===== config.mk =====
export PLATFORM = sky130hd
export DESIGN_NAME = post_wait_match_table_core
export DESIGN_NICKNAME = d
export VERILOG_FILES = /design/src/hw/rtl/pwmt_pkg.sv /design/src/hw/rtl/pwmt_ram.sv /design/src/hw/rtl/pwmt_datapath.sv /design/src/hw/rtl/pwmt_ctrl.sv /design/src/hw/rtl/post_wait_match_table_core.sv
export SDC_FILE = /design/constraint.sdc
export NUM_CORES = 2
export LEC_CHECK = 0
export BUFFER_PORTS_ARGS = -buffer_cell sky130_fd_sc_hd__buf_4
export CAP_MARGIN = 25
export CORE_MARGIN = 10
export CORE_UTILIZATION = 46
export DETAILED_ROUTE_END_ITERATION = 6
export PLACE_DENSITY = 0.7
export SYNTH_ARGS = -nofsm -noshare
export SYNTH_HDL_FRONTEND = slang
export SYNTH_SLANG_ARGS = --single-unit

===== constraint.sdc =====
create_clock -name aclk -period 13.63 [get_ports aclk]
set_input_delay 1.363 -clock aclk [delete_from_list [all_inputs] [get_ports aclk]]
set_output_delay 1.363 -clock aclk [all_outputs]
set_load 0.005 [all_outputs]

===== src/hw/rtl/pwmt_pkg.sv =====
// shared types, codes and match function for the post/wait match table
package pwmt_pkg;

    localparam logic [1:0] OP_POST          = 2'd0;
    localparam logic [1:0] OP_WAIT_ANY      = 2'd1;
    localparam logic [1:0] OP_WAIT_NODE     = 2'd2;
    localparam logic [1:0] OP_WAIT_NODE_TAG = 2'd3;

    localparam logic [2:0] ST_POSTED    = 3'd0;
    localparam logic [2:0] ST_MATCHED   = 3'd1;
    localparam logic [2:0] ST_PENDING   = 3'd2;
    localparam logic [2:0] ST_COMPLETED = 3'd3;
    localparam logic [2:0] ST_DROPPED   = 3'd4;
    localparam logic [2:0] ST_REJECTED  = 3'd5;

    localparam int NODE_W = 16;
    localparam int TAG_W  = 32;
    localparam int ENTRY_W = NODE_W + TAG_W;
    localparam int HELD_W = 7;

    // controller to datapath
    typedef struct packed {
        logic       capture;
        logic       clear_pending;
        logic       set_pending;
        logic       post_write;
        logic       shift_write;
        logic       count_inc;
        logic       count_dec;
        logic       ptr_load_top;
        logic       ptr_dec;
        logic       ptr_inc;
        logic       ram_read;
        logic       read_above;
        logic       hit_load;
        logic       res_load;
        logic [2:0] res_code;
        logic       out_load;
    } pwmt_cmd_t;

    // datapath to controller
    typedef struct packed {
        logic       is_post;
        logic       pending;
        logic       post_fit;
        logic       full;
        logic       empty;
        logic       entry_fit;
        logic       ptr_zero;
        logic       above1;
        logic       above2;
        logic       out_free;
    } pwmt_stat_t;

    // does an entry satisfy a wait of this kind
    function automatic logic entry_fits(input logic [1:0] kind,
                                        input logic [NODE_W-1:0] want_node,
                                        input logic [TAG_W-1:0] want_tag,
                                        input logic [NODE_W-1:0] node,
                                        input logic [TAG_W-1:0] tag);
        logic fit;
        case (kind)
            OP_WAIT_ANY:  fit = 1'b1;
            OP_WAIT_NODE: fit = (node == want_node);
            default:      fit = (node == want_node) && (tag == want_tag);
        endcase
        return fit;
    endfunction

endpackage


===== src/hw/rtl/pwmt_ram.sv =====
// generic simple dual port ram with registered read
module pwmt_ram #(
    parameter int DATA_WIDTH = 48,
    parameter int DEPTH      = 64
) (
    input  logic                     aclk,
    input  logic                     we,
    input  logic [$clog2(DEPTH)-1:0] waddr,
    input  logic [DATA_WIDTH-1:0]    wdata,
    input  logic                     re,
    input  logic [$clog2(DEPTH)-1:0] raddr,
    output logic [DATA_WIDTH-1:0]    rdata
);

    logic [DATA_WIDTH-1:0] mem [DEPTH];
    logic [DATA_WIDTH-1:0] rdata_reg;

    always_ff @(posedge aclk) begin
        if (we) begin
            mem[waddr] <= wdata;
        end
        if (re) begin
            rdata_reg <= mem[raddr];
        end
    end

    assign rdata = rdata_reg;

endmodule


===== src/hw/rtl/pwmt_datapath.sv =====
// datapath: item capture, table storage, pointers, pending wait, result register
module pwmt_datapath #(
    parameter int TABLE_DEPTH = 64
) (
    input  logic                        aclk,
    input  logic                        aresetn,
    input  pwmt_pkg::pwmt_cmd_t         cmd,
    output pwmt_pkg::pwmt_stat_t        stat,
    input  logic [1:0]                  s_opcode,
    input  logic [pwmt_pkg::NODE_W-1:0] s_node_id,
    input  logic signed [pwmt_pkg::TAG_W-1:0] s_tag_value,
    output logic                        m_valid,
    input  logic                        m_ready,
    output logic [2:0]                  m_status,
    output logic [pwmt_pkg::NODE_W-1:0] m_matched_node,
    output logic signed [pwmt_pkg::TAG_W-1:0] m_matched_tag,
    output logic [pwmt_pkg::HELD_W-1:0] m_entries_held
);

    localparam int AW = $clog2(TABLE_DEPTH);
    localparam int CW = $clog2(TABLE_DEPTH + 1);
    localparam int NW = pwmt_pkg::NODE_W;
    localparam int TW = pwmt_pkg::TAG_W;
    localparam int HW = pwmt_pkg::HELD_W;

    logic [1:0]    op_reg;
    logic [NW-1:0] node_reg;
    logic [TW-1:0] tag_reg;

    logic [CW-1:0] count_reg, count_next;
    logic [AW-1:0] ptr_reg, ptr_next;

    logic          pend_reg, pend_next;
    logic [1:0]    pend_kind_reg, pend_kind_next;
    logic [NW-1:0] pend_node_reg, pend_node_next;
    logic [TW-1:0] pend_tag_reg, pend_tag_next;

    logic [2:0]    res_status_reg;
    logic [NW-1:0] res_node_reg;
    logic [TW-1:0] res_tag_reg;

    logic          m_valid_reg, m_valid_next;
    logic [2:0]    m_status_reg;
    logic [NW-1:0] m_node_reg;
    logic [TW-1:0] m_tag_reg;
    logic [HW-1:0] m_held_reg;

    logic                         ram_we;
    logic [AW-1:0]                ram_waddr;
    logic [pwmt_pkg::ENTRY_W-1:0] ram_wdata;
    logic [AW-1:0]                ram_raddr;
    logic [pwmt_pkg::ENTRY_W-1:0] ram_rdata;
    logic [NW-1:0]                rd_node;
    logic [TW-1:0]                rd_tag;

    logic [CW:0]      ptr_ext;
    logic [CW:0]      count_ext;
    logic [CW+HW-1:0] count_wide;

    // table storage, one word per entry
    pwmt_ram #(
        .DATA_WIDTH (pwmt_pkg::ENTRY_W),
        .DEPTH      (TABLE_DEPTH)
    ) u_table (
        .aclk  (aclk),
        .we    (ram_we),
        .waddr (ram_waddr),
        .wdata (ram_wdata),
        .re    (cmd.ram_read),
        .raddr (ram_raddr),
        .rdata (ram_rdata)
    );

    assign rd_node = ram_rdata[pwmt_pkg::ENTRY_W-1:TW];
    assign rd_tag  = ram_rdata[TW-1:0];

    assign ram_we    = cmd.post_write | cmd.shift_write;
    assign ram_waddr = cmd.post_write ? count_reg[AW-1:0] : ptr_reg;
    assign ram_wdata = cmd.post_write ? {node_reg, tag_reg} : ram_rdata;
    assign ram_raddr = cmd.read_above ? AW'(ptr_reg + AW'(1)) : ptr_reg;

    assign ptr_ext   = (CW + 1)'(ptr_reg);
    assign count_ext = {1'b0, count_reg};

    always_comb begin
        stat.is_post   = (op_reg == pwmt_pkg::OP_POST);
        stat.pending   = pend_reg;
        stat.post_fit  = pend_reg && pwmt_pkg::entry_fits(pend_kind_reg, pend_node_reg,
                                                         pend_tag_reg, node_reg, tag_reg);
        stat.full      = (count_reg >= CW'(TABLE_DEPTH));
        stat.empty     = (count_reg == '0);
        stat.entry_fit = pwmt_pkg::entry_fits(op_reg, node_reg, tag_reg, rd_node, rd_tag);
        stat.ptr_zero  = (ptr_reg == '0);
        stat.above1    = (ptr_ext + (CW + 1)'(1)) < count_ext;
        stat.above2    = (ptr_ext + (CW + 1)'(2)) < count_ext;
        stat.out_free  = !m_valid_reg || m_ready;
    end

    always_comb begin
        count_next = count_reg;
        if (cmd.count_inc) begin
            count_next = count_reg + CW'(1);
        end else if (cmd.count_dec) begin
            count_next = count_reg - CW'(1);
        end

        ptr_next = ptr_reg;
        if (cmd.ptr_load_top) begin
            ptr_next = AW'(count_reg - CW'(1));
        end else if (cmd.ptr_dec) begin
            ptr_next = ptr_reg - AW'(1);
        end else if (cmd.ptr_inc) begin
            ptr_next = ptr_reg + AW'(1);
        end

        pend_next      = pend_reg;
        pend_kind_next = pend_kind_reg;
        pend_node_next = pend_node_reg;
        pend_tag_next  = pend_tag_reg;
        if (cmd.set_pending) begin
            pend_next      = 1'b1;
            pend_kind_next = op_reg;
            pend_node_next = node_reg;
            pend_tag_next  = tag_reg;
        end else if (cmd.clear_pending) begin
            pend_next = 1'b0;
        end

        m_valid_next = m_valid_reg;
        if (cmd.out_load) begin
            m_valid_next = 1'b1;
        end else if (m_ready) begin
            m_valid_next = 1'b0;
        end
    end

    always_ff @(posedge aclk) begin
        if (!aresetn) begin
            count_reg     <= '0;
            ptr_reg       <= '0;
            pend_reg      <= 1'b0;
            pend_kind_reg <= '0;
            pend_node_reg <= '0;
            pend_tag_reg  <= '0;
            m_valid_reg   <= 1'b0;
        end else begin
            count_reg     <= count_next;
            ptr_reg       <= ptr_next;
            pend_reg      <= pend_next;
            pend_kind_reg <= pend_kind_next;
            pend_node_reg <= pend_node_next;
            pend_tag_reg  <= pend_tag_next;
            m_valid_reg   <= m_valid_next;
        end
    end

    assign count_wide = {{HW{1'b0}}, count_reg};

    // payload registers
    always_ff @(posedge aclk) begin
        if (cmd.capture) begin
            op_reg   <= s_opcode;
            node_reg <= s_node_id;
            tag_reg  <= s_tag_value;
        end
        if (cmd.hit_load) begin
            res_node_reg <= rd_node;
            res_tag_reg  <= rd_tag;
        end
        if (cmd.res_load) begin
            res_status_reg <= cmd.res_code;
            if (cmd.res_code == pwmt_pkg::ST_COMPLETED) begin
                res_node_reg <= node_reg;
                res_tag_reg  <= tag_reg;
            end else if (cmd.res_code != pwmt_pkg::ST_MATCHED) begin
                res_node_reg <= '0;
                res_tag_reg  <= '0;
            end
        end
        if (cmd.out_load) begin
            m_status_reg <= res_status_reg;
            m_node_reg   <= res_node_reg;
            m_tag_reg    <= res_tag_reg;
            m_held_reg   <= count_wide[HW-1:0];
        end
    end

    assign m_valid        = m_valid_reg;
    assign m_status       = m_status_reg;
    assign m_matched_node = m_node_reg;
    assign m_matched_tag  = m_tag_reg;
    assign m_entries_held = m_held_reg;

endmodule


===== src/hw/rtl/pwmt_ctrl.sv =====
// controller state machine: dispatch, newest-first search, shift down, result handoff
module pwmt_ctrl (
    input  logic                 aclk,
    input  logic                 aresetn,
    input  logic                 s_valid,
    output logic                 s_ready,
    input  pwmt_pkg::pwmt_stat_t stat,
    output pwmt_pkg::pwmt_cmd_t  cmd
);

    localparam logic [2:0] S_IDLE     = 3'd0;
    localparam logic [2:0] S_DISPATCH = 3'd1;
    localparam logic [2:0] S_SRD      = 3'd2;
    localparam logic [2:0] S_SCHK     = 3'd3;
    localparam logic [2:0] S_SHRD     = 3'd4;
    localparam logic [2:0] S_SHWR     = 3'd5;
    localparam logic [2:0] S_FINISH   = 3'd6;

    logic [2:0] state_reg, state_next;

    assign s_ready = (state_reg == S_IDLE);

    always_comb begin
        cmd        = '0;
        state_next = state_reg;
        case (state_reg)
            S_IDLE: begin
                if (s_valid) begin
                    cmd.capture = 1'b1;
                    state_next  = S_DISPATCH;
                end
            end
            S_DISPATCH: begin
                state_next = S_FINISH;
                if (stat.is_post) begin
                    cmd.res_load = 1'b1;
                    if (stat.post_fit) begin
                        cmd.clear_pending = 1'b1;
                        cmd.res_code      = pwmt_pkg::ST_COMPLETED;
                    end else if (stat.full) begin
                        cmd.res_code = pwmt_pkg::ST_DROPPED;
                    end else begin
                        cmd.post_write = 1'b1;
                        cmd.count_inc  = 1'b1;
                        cmd.res_code   = pwmt_pkg::ST_POSTED;
                    end
                end else if (stat.pending) begin
                    cmd.res_load = 1'b1;
                    cmd.res_code = pwmt_pkg::ST_REJECTED;
                end else if (stat.empty) begin
                    cmd.set_pending = 1'b1;
                    cmd.res_load    = 1'b1;
                    cmd.res_code    = pwmt_pkg::ST_PENDING;
                end else begin
                    cmd.ptr_load_top = 1'b1;
                    state_next       = S_SRD;
                end
            end
            S_SRD: begin
                cmd.ram_read = 1'b1;
                state_next   = S_SCHK;
            end
            S_SCHK: begin
                if (stat.entry_fit) begin
                    cmd.hit_load = 1'b1;
                    if (stat.above1) begin
                        state_next = S_SHRD;
                    end else begin
                        cmd.count_dec = 1'b1;
                        cmd.res_load  = 1'b1;
                        cmd.res_code  = pwmt_pkg::ST_MATCHED;
                        state_next    = S_FINISH;
                    end
                end else if (stat.ptr_zero) begin
                    cmd.set_pending = 1'b1;
                    cmd.res_load    = 1'b1;
                    cmd.res_code    = pwmt_pkg::ST_PENDING;
                    state_next      = S_FINISH;
                end else begin
                    cmd.ptr_dec = 1'b1;
                    state_next  = S_SRD;
                end
            end
            S_SHRD: begin
                cmd.ram_read   = 1'b1;
                cmd.read_above = 1'b1;
                state_next     = S_SHWR;
            end
            S_SHWR: begin
                cmd.shift_write = 1'b1;
                cmd.ptr_inc     = 1'b1;
                if (stat.above2) begin
                    state_next = S_SHRD;
                end else begin
                    cmd.count_dec = 1'b1;
                    cmd.res_load  = 1'b1;
                    cmd.res_code  = pwmt_pkg::ST_MATCHED;
                    state_next    = S_FINISH;
                end
            end
            S_FINISH: begin
                if (stat.out_free) begin
                    cmd.out_load = 1'b1;
                    state_next   = S_IDLE;
                end
            end
            default: begin
                state_next = S_IDLE;
            end
        endcase
    end

    always_ff @(posedge aclk) begin
        if (!aresetn) begin
            state_reg <= S_IDLE;
        end else begin
            state_reg <= state_next;
        end
    end

endmodule


===== src/hw/rtl/post_wait_match_table_core.sv =====
// top level of the post/wait tag match table
//
// channel | direction | handshake          | payload
// --------+-----------+--------------------+------------------------------------------
// s_      | in        | s_valid / s_ready  | s_opcode, s_node_id, s_tag_value
// m_      | out       | m_valid / m_ready  | m_status, m_matched_node, m_matched_tag,
//         |           |                    | m_entries_held
//
// one item at a time; a post is resolved in the dispatch state and then handed to the output register
// a wait searches the table newest first and shifts the entries above a hit down,
// one entry at a time through the single read port of the table ram
// reset: aresetn synchronous active low, clears table count and pending wait;
// table contents are not cleared since only entries below the count are read
// a result waiting on m_ready does not block the next accept; the next item only
// stalls in its last cycle until the output register is free
module post_wait_match_table_core #(
    parameter int TABLE_DEPTH = 64
) (
    input  logic                        aclk,
    input  logic                        aresetn,
    // item input
    input  logic                        s_valid,
    output logic                        s_ready,
    input  logic [1:0]                  s_opcode,
    input  logic [pwmt_pkg::NODE_W-1:0] s_node_id,
    input  logic signed [pwmt_pkg::TAG_W-1:0] s_tag_value,
    // result output
    output logic                        m_valid,
    input  logic                        m_ready,
    output logic [2:0]                  m_status,
    output logic [pwmt_pkg::NODE_W-1:0] m_matched_node,
    output logic signed [pwmt_pkg::TAG_W-1:0] m_matched_tag,
    output logic [pwmt_pkg::HELD_W-1:0] m_entries_held
);

    // command and status between controller and datapath
    pwmt_pkg::pwmt_cmd_t  cmd;
    pwmt_pkg::pwmt_stat_t stat;

    // sequencer: dispatch, search, shift, result handoff
    pwmt_ctrl u_ctrl (
        .aclk    (aclk),
        .aresetn (aresetn),
        .s_valid (s_valid),
        .s_ready (s_ready),
        .stat    (stat),
        .cmd     (cmd)
    );

    // table ram, count, pending wait and output register
    pwmt_datapath #(
        .TABLE_DEPTH (TABLE_DEPTH)
    ) u_datapath (
        .aclk           (aclk),
        .aresetn        (aresetn),
        .cmd            (cmd),
        .stat           (stat),
        .s_opcode       (s_opcode),
        .s_node_id      (s_node_id),
        .s_tag_value    (s_tag_value),
        .m_valid        (m_valid),
        .m_ready        (m_ready),
        .m_status       (m_status),
        .m_matched_node (m_matched_node),
        .m_matched_tag  (m_matched_tag),
        .m_entries_held (m_entries_held)
    );

endmodule


## Yosys cells after proc, flatten, opt, wreduce, memory -nomap -nowiden

Memory sizes are Yosys's and may differ from the RTL's. A register that Yosys moved wholly into a read port is not among the register bits.
Cells that the tools add are included.

- Bits in writable memories: 3072
- Memories kept: 1
- Output and inout bits: 60
- Register bits after elaboration: 227
- Input port bits: 54

Memories:

| memory | depth | width | read ports | clocked after Yosys merged registers in | write ports | line | source |
|---|---|---|---|---|---|---|---|
| u_datapath.u_table.mem | 64 | 48 | 1 | 1 | 1 | pwmt_ram.sv:15 | `logic [DATA_WIDTH-1:0] mem [DEPTH];` |

- Add/subtract/negate cells: 6
- $lt $le $gt $ge: 3
- Bitwise operators: 1
- Equality and inequality tests: 18
- Multiplexer cells: 77
- Reduce and logical (&&, ||, !) cells: 15

Operators by type and width:

| operator | count |
|---|---|
| 32-bit two-way mux | 4 |
| 32-bit equality test | 2 |
| 16-bit two-way mux | 4 |
| 48-bit two-way mux | 1 |
| 1-bit two-way mux | 37 |
| 16-bit equality test | 2 |
| 6-bit two-way mux | 5 |
| 4-bit two-way mux | 7 |
| 3-bit two-way mux | 9 |
| 3-bit one-hot mux with 7 select lines | 1 |
| 8-bit by 7-bit less-than comparator with 1-bit output | 2 |
| 7-bit two-way mux | 2 |
| 4-bit one-hot mux with 3 select lines | 1 |
| 3-bit by 2-bit equality test with 1-bit output (second input constant) | 3 |
| 3-bit equality test (second input constant) | 3 |
| 1-bit one-hot mux with 2 select lines | 4 |
| 6-bit by 1-bit adder with 7-bit output (second input constant) | 1 |
| 6-bit by 2-bit adder with 7-bit output (second input constant) | 1 |
| 7-bit by 1-bit adder with 7-bit output (second input constant) | 1 |
| 7-bit >= comparator (second input constant) | 1 |
| 7-bit zero test | 1 |
| 7-bit by 1-bit subtractor with 7-bit output (second input constant) | 1 |
| 6-bit by 1-bit adder with 6-bit output (second input constant) | 1 |
| 6-bit zero test | 1 |
| 17 further kinds | 25 |

## Logic depth before layout (Yosys ltp)

- Depth after elaboration: 11
- Gate-level depth with buffers: 13

## Hierarchy

Synthesis repeated with hierarchy kept, for this count alone.

- Cell total of the unflattened synthesis: 5896
- Area total of the unflattened synthesis: 128370.6 um^2

By module, submodules not included:

| module | cells each | seq. area each (um^2) | area each (um^2) | instances |
|---|---|---|---|---|
| pwmt_ram | 4970 | 93689.9 | 117597.8 | 1 |
| pwmt_datapath | 871 | 5595.4 | 10382.5 | 1 |
| pwmt_ctrl | 55 | 60.1 | 390.4 | 1 |

## Least setup slack after synthesis

No wires, ideal clock.

- Path kind: input port to flip-flop
- From: in m_ready
- To: reg u_datapath.m_held_reg[0], in the netlist u_datapath.m_entries_held[0] (enable)
- Data required time: 13085 ps
- Buffers on the path: 0
- Arrival: 5377 ps
- Library setup time: 545 ps
- Setup slack: 7708 ps
- Stages on the path: 2
- Cells stage by stage: nor2b_1 nor3_1

RTL lines:

| what | line | source |
|---|---|---|
| start, declared | post_wait_match_table_core.sv:29 | `input logic m_ready,` |
| end signal, assigned | pwmt_datapath.sv:184 | `m_held_reg <= count_wide[HW-1:0];` |
| end, declared | pwmt_datapath.sv:46 | `logic [HW-1:0] m_held_reg;` |

## Worst setup path after layout

- From: reg u_datapath.tag_reg[7]
- To: mem u_datapath.u_table.mem[20][46] (enable)

- Cells in the longest elaborated chain, start to end: 10

Ends and longest elaborated chain:

| what | line | source |
|---|---|---|
| start, declared | pwmt_datapath.sv:28 | `logic [TW-1:0] tag_reg;` |
| start signal, assigned | pwmt_datapath.sv:164 | `tag_reg <= s_tag_value;` |
| 32-bit equality test (*) | pwmt_pkg.sv:65 | `default: fit = (node == want_node) && (tag == want_tag);` |
| 1-bit logical AND (*) | pwmt_pkg.sv:65 |  |
| 1-bit one-hot mux with 2 select lines (*) | pwmt_pkg.sv:62 | `case (kind)` |
| 1-bit logical AND (*) | pwmt_datapath.sv:88 | `stat.post_fit = pend_reg && pwmt_pkg::entry_fits(pend_kind_reg, pend_node_reg,` |
| 1-bit two-way mux (*) | pwmt_ctrl.sv:37 | `if (stat.post_fit) begin` |
| 1-bit two-way mux (*) | pwmt_ctrl.sv:35 | `if (stat.is_post) begin` |
| 1-bit two-way mux (*) | pwmt_ctrl.sv:26 | `case (state_reg)` |
| 1-bit OR | pwmt_datapath.sv:77 | `assign ram_we = cmd.post_write \| cmd.shift_write;` |
| 1-bit two-way mux | pwmt_ram.sv:19 | `if (we) begin` |
| 1-bit two-way mux (implied by the code) | pwmt_ram.sv:20 | `mem[waddr] <= wdata;` |
| end, declared | pwmt_ram.sv:15 |  |

Mark *: on every way between the ends. The rest lies on a longest branch, timed or not.

==> impl_metrics.yaml <==
die:
  dieArea_sq_um: 300000
  die_w_um: 548
  die_h_um: 548
  rows: 193
  start_util_pct: 46.3
  fp.coreArea_sq_um: 277000
  ios: 114
cts:
  cts_resized: 0
  clk_pin_slew_ns: 0.07
  cts_buffer_depth: 4
  cts-root-buf: "clkbuf_16"
  worstSkewPairLatency_ns: 0.97
  numCtsBuffers: 346
  h-tree-depth: 5
  hold_buffers: 0
  cts_sinks: 3347
  post-cts-setup-buffers: 0
  cts_tree: "yes"
route:
  drcViolationCount: 90
  wl_um: 352000
  vias_per_cell: 6.34
  post_drt_wl_per_cell_um: 34.0
  vias: 65600
  drtIter0Drc: 9514
  ant_nets: 0
  drtPass1Iterations: 7
critical_path:
  cp-start-kind: "register"
  cp.arrival_ns: 6.36
  crit_type: "reg2reg"
  critPathRequiredTime_ns: 14.21
  crit_start: "u_datapath.tag_reg[7]$_DFFE_PP_"
  worst-path-max-fanout: 77
  endpoint_kind: "register"
  timing.rr.start: "u_datapath.tag_reg[7]$_DFFE_PP_"
synthesis:
  syn_avg_cell_area_sq_um: 21.3
  synth-main-ff-cell: "edfxtp_1"
  seq_area_frac_synth_pct: 77.5
  async_reset_ff_share_pct: 0
  synth_warnings: 0
  yosys.area.top_type: "edfxtp_1"
  syn_area_sq_um: 128000
  yosysTopAreaCellShare_pct: 75.6
  synthCells: 6018
  yosysUniqueCellTypes: 65
  yosys_register_bits: 3347
  synth_edf_count: 3231
  post-synth-top-count-cell: "edfxtp_1"
  ys_top_cells_by_count: "3231 x edfxtp_1, 768 x mux4_2, 364 x nand2_1, 242 x mux2i_1, 197 x a22oi_1"
  syn-num-nets: 6097
  ys_top_cells_by_area: "edfxtp_1 76%, mux4_2 13%, mux2i_1 1.9%, dfxtp_1 1.8%, a22oi_1 1.2%"
global_route:
  grt_pass1_wl_um: 495000
  grt.overflow.total: 0
  track_usage_pct: 22.9
  grt_antenna_before_repair: 16
  grt_pass1_vias: 64500
  grt_start_max_net_pins: 132
worst_hold_path:
  min-delay-path-class: "reg2reg"
  min_from: "u_datapath.res_status_reg[2]$_DFFE_PN_"
pwr:
  irDropWorstVdd_v: 0.000269
  p_leak_nw: 46.1
  power.density_nw_per_um2: 222
timing:
  finalSetupTns_ns: 0
  tightest_slew_ns: 1.18
  post-route-min-period_ns: 5.78
  fin_skew_ns: 0.0649
  finalCritPeriodShare_pct: 42.4
  maxSlewHeadroom_pct: 21.6
  hold_ws_ns: 0.419
  final-max-slew-violation-count: 0
  rsz0062_at_grt: "false"
  hold_viol: 0
  setup_viol: 0
  max_clock_freq_mhz: 173
place:
  dpl_cell_area_sq_um: 135000
  dp_hpwl_um: 196000
  routabilityCongestion: 0.906
  io_buffers: 113
cells_and_area:
  largest_register_ffs: 3072
  drive_gt1_share_pct: 25.1
  fill_cells: 20800
  fin_area_sq_um: 146000
  area_delta_synth_final_pct: 13.8
  finalNetCount: 6456
run_status:
  status: "complete, but fails checks"
  violations: "DRC"
job:
  max-cap-violations: 0
## layout by cell type, fill, tap and decap left out, types with 10 or more instances in the layout
cell type	count
edfxtp_1	3231
inv_1	15
buf_4	312
clkbuf_1	82
nor4_1	26
xnor2_1	17
nor2_1	40
or4_1	54
nor3_1	15
xor2_1	95
buf_16	10
bufinv_16	33
o22ai_1	96
a21oi_1	12
clkinv_2	49
buf_12	10
dfxtp_1	116
nand3_1	66
mux4_2	768
nand2_1	363
a22oi_1	197
o21ai_0	108
mux2i_1	242
nand4_1	11
clkbuf_16	351
clkinv_1	61
nor2_4	66
ha_1	25
## worst max-delay path, cell delays in order, from the launching register on
cell and delay [ns]:
edfxtp_1 0.48, xor2_1 0.27, nor4_1 0.53, nand3_1 0.45, a32oi_1 0.55, nand2_4 0.19, buf_4 0.41, nor4b_1 0.49
a31oi_2 0.25, buf_6 0.31, nor2_4 0.71, buf_4 0.59
## logic make-up after synthesis
logic type	synth area share, %
flops	77.5
mux	15.4
simple gates	2.44
compound gates	2.51
buf+inv	1.17
xor+xnor	0.785
fa+ha+maj	0.244
## cell type report
type | count | area, sq um | area share, %
repair buffers | 340 | 2910 | 2.00
well taps | 3705 | 4640 | 3.18
clock buffers | 436 | 9130 | 6.26
diodes | 7 | 17.5 | 0.0120
multi-input cells | 2324 | 28100 | 19.3
flip-flops and latches | 3347 | 99300 | 68.1
clock inverters | 162 | 1680 | 1.15
inverters | 18 | 67.6 | 0.0463
## metal layers
layer	GRT usage, %	wire length [um]	up-vias
met5	0	27	-
met4	8.95	15000	4
met3	6.91	43900	678
met2	35.0	163000	4251
met1	31.1	130000	34800
li1	-	-	25900
## metrics by stage
| stage | power [mW] | utilization [%] | worst slack, ns | cells |
|---|---|---|---|---|
| finish | 32.4 | 52.7 | 7.85 | 10300 |
| global route | 33.5 | 52.7 | 7.71 | 10300 |
| CTS | 32.4 | 52.6 | 7.96 | 10300 |
| detailed placement | 23.4 | 48.7 | 7.97 | 9721 |
| global placement | 23.1 | 48.6 | 7.65 | 9711 |
| floorplan | 20.3 | - | 7.71 | 6018 |
## path summary, 6_finish.rpt
check             slack (ns)  cells past startpoint                                  endpoint
hold reg to reg         0.42                      0          u_datapath.m_status[2]$_DFFE_PP_
setup / recovery        7.85                     11  u_datapath.u_table.mem[20][46]$_DFFE_PP_
setup reg to reg        7.85                     11  u_datapath.u_table.mem[20][46]$_DFFE_PP_
hold / removal          0.42                      0          u_datapath.m_status[2]$_DFFE_PP_
## where the power goes
| group | switching, mW | internal, mW |
|---|---|---|
| clock | 3.80 | 5.35 |
| sequential | 0.428 | 13.8 |
| combinational | 5.67 | 3.34 |
| total | 9.90 | 22.5 |
No activity file was read; power rests on OpenSTA's default activity.
